### config.mk
export PLATFORM = sky130hd
export DESIGN_NAME = zswa_ram
export DESIGN_NICKNAME = d
export VERILOG_FILES = /design/src/zswa_ram.sv
export SDC_FILE = /design/constraint.sdc
export NUM_CORES = 1
export LEC_CHECK = 0
export ABC_AREA = 1
export BUFFER_PORTS_ARGS = -buffer_cell sky130_fd_sc_hd__buf_2
export CAP_MARGIN = 20
export CORE_ASPECT_RATIO = 1.25
export CORE_MARGIN = 3
export CORE_UTILIZATION = 50
export DETAILED_ROUTE_END_ITERATION = 10
export GPL_ROUTABILITY_DRIVEN = 0
export PLACE_DENSITY = 0.73
export SYNTH_ARGS = -nofsm -noshare
export SYNTH_HDL_FRONTEND = slang
export SYNTH_SLANG_ARGS = --single-unit
### constraint.sdc
create_clock -name clk_i -period 1.7 [get_ports clk_i]
set_input_delay 0.34 -clock clk_i [delete_from_list [all_inputs] [get_ports clk_i]]
set_output_delay 0.34 -clock clk_i [all_outputs]
set_load 0.02 [all_outputs]
### src/zswa_ram.sv
// Generic simple dual-port RAM: one write port, one read port, registered read.
// No dependencies.
`default_nettype none

module zswa_ram #(
  parameter int unsigned WIDTH = 8,
  parameter int unsigned DEPTH = 16
) (
  input  wire logic                     clk_i,
  input  wire logic                     we_i,
  input  wire logic [$clog2(DEPTH)-1:0] waddr_i,
  input  wire logic [WIDTH-1:0]         wdata_i,
  input  wire logic [$clog2(DEPTH)-1:0] raddr_i,
  output logic      [WIDTH-1:0]         rdata_o
);

  logic [WIDTH-1:0] mem_q [DEPTH];

  always_ff @(posedge clk_i) begin
    if (we_i) begin
      mem_q[waddr_i] <= wdata_i;
    end
    rdata_o <= mem_q[raddr_i];
  end

endmodule

`default_nettype wire

==> impl_metrics.csv <==
group,metric,value,unit
global_routing,grt_pass1_wl,19200,um
clock_network,cts.sinks,136,
floorplanning,fp.dieW,102,um
placed_design,place_hpwl,7340,um
logic_synthesis,synth_top_family_by_area,"simple AND/OR/NAND/NOR gates",
sta,maxSlewViolCount,0,
worst_setup_path,critPathMaxFanout,1,
sta,setup_viol,0,
clock_network,cts_setup_buffers,0,
logic_synthesis,syn-num-nets,569,
logic_synthesis,muxShareOfSynthArea,0,%
worst_setup_path,cp-endpoint,"rdata_o[3]",
logic_synthesis,synthXorXnorAreaFrac,0,%
clock_network,cts_resized,0,
global_routing,overflow,0,
worst_setup_path,cp.depth,1,
logic_synthesis,synthSimpleGateAreaFrac,21.0,%
layout,area_growth,14.6,%
sta,fin_crit_sh,75.2,%
sta,fin_tns_setup,0,ns
layout,num-nets-final,610,
logic_synthesis,ys_ff_latch,136,
detailed_routing,ant_nets,0,
pwr,ir_drop,0.613,mV
worst_setup_path,endpoint_kind,"primary output",
clock_network,clockBufferDepth,2,
logic_synthesis,synthesis.area,5770,um^2
clock_network,cts.htree.levels,4,
run,max_cap_violations,0,
detailed_routing,via_per_inst,5.23,
pwr,power_density,1160,nW/um^2
sta,skew,0.00688,ns
floorplanning,start_util,51.5,%
clock_network,numCtsBuffers,17,
clock_network,holdBufCountCts,0,
global_routing,grt.total_usage,20.3,%
global_routing,grt_pass1_vias,3661,
detailed_routing,routed-via-count,3864,
worst_setup_path,crit_family,"flip-flops",
floorplanning,die_h,126,um
detailed_routing,wire_per_inst,16.5,um
worst_setup_path,critPathArrivalTime,0.94,ns
floorplanning,ioPinCount,26,
worst_setup_path,ff2ff_setup_slack,0.66,ns
floorplanning,rows,43,
sta,worst_pin_slew,0.622,ns
worst_setup_path,cp.required,1.36,ns
global_routing,grt_max_degree,65,
logic_synthesis,yosysWarningCount,0,
sta,finalHoldViolCount,0,
detailed_routing,drt_iter0_drc,482,
layout,fin_util,59.1,%
pwr,p_leak,0.00289,uW
worst_setup_path,cp-start-kind,"register",
logic_synthesis,synthDistinctLibCells,12,
worst_setup_path,path_buf_inv,1,
sta,relSlewSlack,58.4,%
layout,drive_above_1_share,11.8,%
worst_setup_path,crit_type,"register to primary output",
sta,min_period,1.28,ns
worst_setup_path,reg2reg_depth,6,
clock_network,clk_pin_slew_worst_paths,0.05,ns
logic_synthesis,synth-compound-area-share,0,%
clock_network,clkLatencyLatePin,0.41,ns
floorplanning,dieArea,12900,um^2
detailed_routing,drt_pre_antenna_iters,6,
layout,diodes,0,
logic_synthesis,ys_seq_area_share,69.4,%
clock_network,cts-root-buf,"clkbuf_16",
status,status,"finished clean",
logic_synthesis,netlist_instances,551,
detailed_routing,routed_wl,12200,um
clock_network,cts_tree,"done",
layout,fill_cells,896,
worst_setup_path,crit_start,"rdata_o[3]",
detailed_routing,drc_errors,0,
worst_setup_path,worstPathCellList,"buf_2",
placed_design,portBuffers,25,
logic_synthesis,synthAdderAreaFrac,0,%
sta,rsz0062_at_grt,"no",
sta,fmaxAchievable,782,MHz
floorplanning,core,11200,um^2
global_routing,antenna_found_initial,0,
min_path,hold_path_class,"input port to register",
worst_setup_path,reg2reg_to,"rdata_o[7]",
logic_synthesis,syn_avg_cell_area,10.5,um^2
worst_setup_path,rr_startpoint,"mem_q[0][7]",
worst_setup_path,crit_slowest_cell,"dfxtp_1",
worst_setup_path,cp_slowest_stage_delay,0.35,ns
==> layout by cell type, fill, tap and decap left out, drive strengths merged <==
cell,n
nand3,97
bufinv,2
clkinv,7
buf,46
inv,102
clkbuf,21
dfxtp,8
clkinvlp,1
nand3b,2
nand2,173
nor2,17
edfxtp,128
==> synthesized netlist by cell type (all sizes together) <==
cell,instances,area [um^2]
buf,24,166
nand3b,2,15.0
dfxtp,8,160
nor2,17,63.8
edfxtp,128,3840
nand2,173,649
inv,102,383
nand3,97,485
==> through the flow <==
stage	total power (uW)	setup WS, ns	hold slack [ns]	cell area (um^2)	std cells
2_1_floorplan	4130	0.409	0.439	5770	551
3_3_place_gp	4300	0.212	0.657	6060	708
3_5_place_dp	4310	0.184	0.652	6060	708
4_1_cts	7680	0.409	0.292	6610	739
5_1_grt	7900	0.379	0.290	6610	739
6_report	7650	0.421	0.300	6610	739
==> state kept, by name, summed over array words and instances (netlist names) <==
| register | count |
|---|---|
| rdata_o | 8 |
| mem_q | 128 |
==> metal layers <==
layer  wire length, um  share of wire (%)  global-route usage [%]  vias to the layer above
met3               738                6.1                    5.98                       27
met5                 0                  0                       0                        -
met1              4950                 41                    25.9                     1827
li1                  -                  -                       -                     1851
met2              6220                 51                    33.4                      159
met4               280                2.3                    6.02                        0
==> report_power, final <==
| group | switching, uW | leakage [uW] | total [uW] | internal, uW |
|---|---|---|---|---|
| registers | 22.3 | 0.00122 | 3770 | 3750 |
| clock network | 1280 | 0.000261 | 3400 | 2130 |
| logic | 338 | 0.00141 | 471 | 133 |
| total | 1640 | 0.00289 | 7650 | 6010 |
==> worst min path at each step <==
stage	from	endpoint	slack, ns	cells after the start
floorplan	wdata_i[0]	mem_q[0][0]	0.44	0
global placement	mem_q[6][2]	rdata_o[2]	0.66	6
detailed placement	mem_q[3][3]	rdata_o[3]	0.65	6
CTS	raddr_i[3]	rdata_o[0]	0.29	3
global route	raddr_i[3]	rdata_o[0]	0.29	3
finish	raddr_i[3]	rdata_o[0]	0.30	3
==> final cells by class <==
cell class                 count  area (um^2)  area share (%)
tap                          135          169            2.56
inverter                     102          383            5.79
clock buffer                  21          440            6.66
timing repair buffer          46          295            4.47
multi-input combinational    289         1210            18.4
clock inverter                10          105            1.59
sequential                   136         4000            60.6
==> cell families (layout without fill, tap and decap cells) <==
kind of cell / after synthesis / count (layout)
buffers and inverters: 126 / 179
and+or+nand+nor: 289 / 289
DFF: 136 / 136
(Power assumes the default switching activity.)
